$ cat src/sv/lba_pkg.sv
// ----------------------------------------------------------------------------
// lba_pkg
// Shared types and constants of the line block averager: register map,
// register reset values, controller states and the command and status groups
// that pass between controller and datapath.
// ----------------------------------------------------------------------------
package lba_pkg;

	localparam int SAMPLE_W = 8;
	localparam int SAT_MAX  = 255;

	// register map
	localparam int ADDR_W   = 4;
	localparam int LTA_RAW_W = 5;
	localparam int SPL_RAW_W = 11;
	localparam int LPF_RAW_W = 12;

	localparam logic [1:0] REG_LTA = 2'd0;
	localparam logic [1:0] REG_SPL = 2'd1;
	localparam logic [1:0] REG_LPF = 2'd2;

	localparam logic [LTA_RAW_W-1:0] LTA_RESET = 5'd2;
	localparam logic [SPL_RAW_W-1:0] SPL_RESET = 11'd512;
	localparam logic [LPF_RAW_W-1:0] LPF_RESET = 12'd256;

	// frame line counting
	localparam int LPF_MAX = 2048;
	localparam int LPF_W   = 12;
	localparam int LIF_W   = 11;

	typedef enum logic [2:0] {
		ST_INIT,
		ST_FL_DIV,
		ST_FL_MUL,
		ST_IDLE,
		ST_SUM,
		ST_AVG_DIV,
		ST_EMIT
	} lba_state_t;

	typedef struct packed {
		logic fl_start;
		logic fl_load;
		logic accept;
		logic sum;
		logic load_out;
	} lba_cmd_t;

	typedef struct packed {
		logic div_done;
		logic emit;
		logic out_free;
	} lba_sts_t;

endpackage

$ cat src/sv/lba_ctrl.sv
// ----------------------------------------------------------------------------
// lba_ctrl
// Controller: recomputes the full-block line count after reset and after
// each register write, then takes samples one at a time through accumulate
// and, on the last line of a full block, divide and output load.
// ----------------------------------------------------------------------------
module lba_ctrl
	import lba_pkg::*;
(
	input  logic     clk,
	input  logic     arst_n,
	input  logic     cfg_wr,
	input  logic     sample_valid,
	output logic     sample_stall,
	input  lba_sts_t sts,
	output lba_cmd_t cmd
);

	lba_state_t state_q;
	lba_state_t state_d;
	logic       pend_q;
	logic       ready;

	always_ff @(posedge clk or negedge arst_n) begin
		if (!arst_n) begin
			state_q <= ST_INIT;
			pend_q  <= 1'b0;
		end else begin
			state_q <= state_d;
			pend_q  <= cfg_wr | (pend_q & (state_q != ST_INIT));
		end
	end

	always_comb begin
		state_d = state_q;
		case (state_q)
			ST_INIT:    state_d = ST_FL_DIV;
			ST_FL_DIV:  if (sts.div_done) state_d = ST_FL_MUL;
			ST_FL_MUL:  state_d = ST_IDLE;
			ST_IDLE: begin
				if (pend_q)
					state_d = ST_INIT;
				else if (sample_valid)
					state_d = ST_SUM;
			end
			ST_SUM:     state_d = sts.emit ? ST_AVG_DIV : ST_IDLE;
			ST_AVG_DIV: if (sts.div_done) state_d = ST_EMIT;
			ST_EMIT:    if (sts.out_free) state_d = ST_IDLE;
			default:    state_d = ST_INIT;
		endcase
	end

	always_comb begin
		cmd   = '0;
		ready = 1'b0;
		case (state_q)
			ST_INIT:   cmd.fl_start = 1'b1;
			ST_FL_MUL: cmd.fl_load  = 1'b1;
			ST_IDLE: begin
				ready      = !pend_q;
				cmd.accept = !pend_q && sample_valid;
			end
			ST_SUM:    cmd.sum      = 1'b1;
			ST_EMIT:   cmd.load_out = sts.out_free;
			default:   ready        = 1'b0;
		endcase
	end

	assign sample_stall = !ready;

endmodule

$ cat config.mk
export PLATFORM = sky130hd
export DESIGN_NAME = lba_ctrl
export DESIGN_NICKNAME = d
export VERILOG_FILES = /design/src/sv/lba_pkg.sv /design/src/sv/lba_ctrl.sv
export SDC_FILE = /design/constraint.sdc
export NUM_CORES = 1
export LEC_CHECK = 0
export BUFFER_PORTS_ARGS = -buffer_cell sky130_fd_sc_hd__buf_2
export CORE_AREA = 10 10 47 49
export CTS_CLUSTER_SIZE = 14
export DETAILED_ROUTE_END_ITERATION = 8
export DIE_AREA = 0 0 57 59
export MAX_ROUTING_LAYER = met4
export PLACE_DENSITY = 0.53
export SYNTH_ARGS = -nofsm -noshare
export SYNTH_HDL_FRONTEND = slang
export SYNTH_SLANG_ARGS = --single-unit
export TNS_END_PERCENT = 20
$ cat constraint.sdc
create_clock -name clk -period 2.8 [get_ports clk]
set_input_delay 0.14 -clock clk [delete_from_list [all_inputs] [get_ports clk]]
set_output_delay 0.14 -clock clk [all_outputs]
set_load 0.05 [all_outputs]
# After elaboration in Yosys (flattened, before gate mapping)
# Index checks and enable logic that the tools add are counted.
totals:
  output_inout_bits: 6
  regBits: 4
  input_bits: 7
  wordCells: 33
classes:
  eq_ne: 10
  n_bitwise: 2
  n_reduce_logical: 6
  muxes: 13
op_table:
  columns: ["op", "n"]
  rows:
  - ["3-bit case mux with 7 select lines", 1]
  - ["3-bit 2-to-1 mux", 6]
  - ["3-bit == test, second input constant", 3]
  - ["3-bit by 2-bit == test with 1-bit output, second input constant", 2]
  - ["1-bit 2-to-1 mux", 6]
  - ["2-bit inequality test, second input constant", 3]
  - ["4-bit AND reduction", 1]
  - ["3-bit by 1-bit == test with 1-bit output, second input constant", 1]
  - ["3-bit zero test", 1]
  - ["3-bit inequality test, second input constant", 1]
  - ["3-bit nonzero test", 1]
  - ["1-bit zero test", 2]
  - ["1-bit AND", 1]
  - ["1-bit logical AND", 1]
  - ["1-bit bitwise OR", 1]

# Depth between registers and ports, before layout
depth:
  ltp_word: 3
  depth_mapped: 4

# Worst setup path after synthesis
# Ideal clock, no wire load.
synth_timing:
  kind: "register to register"
  startpoint: "register state_q[0]"
  endpoint: "register pend_q"
  path_stages_with_launch: 4
  t_arrival_ns: 1.722
  period_less_slack_ns: 1.899
  required_time_ns: 2.623
  setup_time_ns: 0.177
  setup_slack_ns: 0.901
  path_cell_list: "dfrtp_1 > buf_2 > nor3_1 > o21bai_1"
synth_between:
  elab_chain_len: 3
synth_lines:
  columns: ["item", "line_no", "source"]
  rows:
  - ["start, declared", "lba_ctrl.sv:19", "lba_state_t state_q;"]
  - ["start signal, assigned", "lba_ctrl.sv:29", "state_q <= state_d;"]
  - ["3-bit nonzero test", "lba_ctrl.sv:30", "pend_q <= cfg_wr | (pend_q & (state_q != ST_INIT));"]
  - ["1-bit AND", "lba_ctrl.sv:30", null]
  - ["1-bit bitwise OR", "lba_ctrl.sv:30", null]
  - ["end signal, assigned", "lba_ctrl.sv:30", null]
  - ["end, declared", "lba_ctrl.sv:21", "logic pend_q;"]
# No other way between the ends.
# A chain may end at the register's enable or synchronous reset.

==> flow_summary.json <==
{
  "outcome": "complete, no violations",
  "drive_gt1_share_pct": 40.9,
  "utilization_pct": 26.9,
  "final_nets": 53,
  "synth_area_per_cell_um2": 9.20,
  "h-tree-depth": 1,
  "synthArstFlopShare_pct": 100,
  "setup_ws_ps": 1210,
  "maxCapViolCount": 0,
  "synth-seq-cells": 4,
  "gp_congestion": 0.709,
  "drt_iter0_markers": 1,
  "multi_input_area_um2": 156,
  "seqCellArea_um2": 100,
  "core-area_um2": 1400,
  "grt_pass1_vias": 279,
  "die_area_um2": 3360,
  "synth-edff-count": 0,
  "clk_pin_slew_ps": 40,
  "setup_viol": 0,
  "holdPathStages": 2,
  "routed-via-count": 259,
  "numClockSinks": 4,
  "io_pins": 13,
  "synth_top_area_share_pct": 35.1,
  "tightest_slew_ps": 379,
  "antenna_found_initial": 0,
  "clkLatencyLatePin_ps": 240,
  "worstPathRequired_ps": 2660,
  "grt_pass1_wl_mm": 1.18,
  "clockBufferDepth": 2,
  "pre_cts_slack_ps": 1470,
  "ys_seq_area_share_pct": 35.1,
  "slew_headroom_pct": 74.8,
  "yosysTopAreaCell": "dfrtp_1",
  "fp-row-count": 14,
  "setup_tns_ps": 0,
  "hold_viol_final": 0,
  "leakage_nw": 0.193,
  "mostFrequentLayoutCells": "buf_2 (12), dfrtp_1 (4), nor2_1 (3), a21oi_1 (3), clkbuf_4 (3)",
  "drc": 0,
  "synthTopCellsByArea": "dfrtp_1 (35%), nor4b_4 (8.3%), a21oi_1 (5.3%)",
  "met1_length_um": 309,
  "wl_um": 721,
  "hp-class": "in -> reg",
  "antenna_cells": 0,
  "crit_fanout": 10,
  "synth_warnings": 0,
  "drv_slew": 0,
  "portBuffers": 12,
  "cp_data_arrival_time_ps": 1450,
  "crit_path_start_kind": "flip-flop",
  "area_growth_pct": 32.0,
  "synth_flop_cell": "dfrtp_1",
  "highest_layer": "met4",
  "grt_max_degree": 13,
  "dp_hpwl_um": 580,
  "cts-root-buf": "clkbuf_4",
  "n_fill_cell": 156,
  "finalClockSkew_ps": 7.87,
  "overflow": 0,
  "die_x_um": 57,
  "peakVddDrop_uv": 466,
  "post_cts_buffers": 0,
  "rsz0062_at_grt": "false",
  "cts_buffers": 3,
  "antenna_left": 0,
  "cts_tree": "yes",
  "die_h_um": 59,
  "grt_usage_pct": 4.84,
  "reg2reg_depth": 3,
  "dr_wl_met3_um": 3,
  "synthesis.area_um2": 285,
  "initial_core_util_pct": 20.4,
  "numPlacedInstances": 56,
  "synth_nets": 38,
  "layout_commonest_cell": "buf_2",
  "finalCritPeriodShare_pct": 56.9,
  "power_per_cell_area_nw_per_um2": 1010,
  "yosysUniqueCellTypes": 20,
  "detail_route.wl_per_cell_um": 12.0,
  "vias_per_cell": 4.32,
  "timing.fmax_mhz": 627,
  "path_class": "reg -> out",
  "fin_cells": 60,
  "drt_first_pass_iters": 2,
  "met2WireLength_um": 381,
  "end_kind": "primary output",
  "synthCells": 31,
  "period_minus_slack_ps": 1590
}
## final cells by class
class / count / share of cell area, %
timing repair buffer: 13 / 18.6
sequential: 4 / 26.6
tap: 16 / 5.32
multi-input combinational: 22 / 41.5
clock buffer: 3 / 5.98
inverter: 2 / 1.99
## flip-flops by register name (all words and copies together) (netlist names)
signal / count
pend_q: 1
state_q: 3
## per-stage QoR
stage / cell area (um^2) / hold WS [ps] / power, mW
after global placement: 344 / -50.6 / 0.311
after floorplan: 285 / -156 / 0.283
after global routing: 377 / 95.9 / 0.408
after detailed placement: 344 / -49.1 / 0.309
after CTS: 377 / 91.2 / 0.386
final: 377 / 96.2 / 0.381
## what timing repair did
action | in CTS | in global routing
hold buffers | 1 | 0
hold endpoints to repair | 4 | 0
gates resized for setup | 0 | 0
## critical path, cell delays in order (launching register included)
cell	delay (ps)
dfrtp_1	510
nor3b_2	250
and3_1	190
buf_2	270
## final timing paths
path                       slack [ps]  startpoint          to
setup reg to reg                 1630  state_q[2]  state_q[1]
min in group asynchronous         240      arst_n      pend_q
max in group asynchronous        2430      arst_n  state_q[1]
setup / recovery                 1210  state_q[2]      cmd[2]
hold / removal                    100      cfg_wr      pend_q
hold reg to reg                   610      pend_q      pend_q
## metal layers
metal	up-vias	global-route usage, %
li1	136	-
met1	116	4.27
met2	5	7.13
met3	2	1.29
met4	0	7.05
met5	-	-
## power by group
group,internal [mW],leakage [nW],switching (mW)
clock network,0.0480,0.0138,0.0244
registers,0.0805,0.0474,0.0563
logic,0.0653,0.132,0.106
## cell families after synthesis
family                 after synthesis  synth area share [%]
buffers and inverters                5                  10.1
AO/OA/AOI/OAI                        9                  18.9
AND/OR/NAND/NOR                     13                  36.0
flip-flops                           4                  35.1
## synth_stat cells, types with 2 or more instances
library cell / number
dfrtp_1: 4
a21oi_1: 3
nor2_1: 3
buf_2: 2
inv_1: 2
nor3b_1: 2
o21ai_0: 2
No activity file was read; power rests on OpenSTA's default activity.
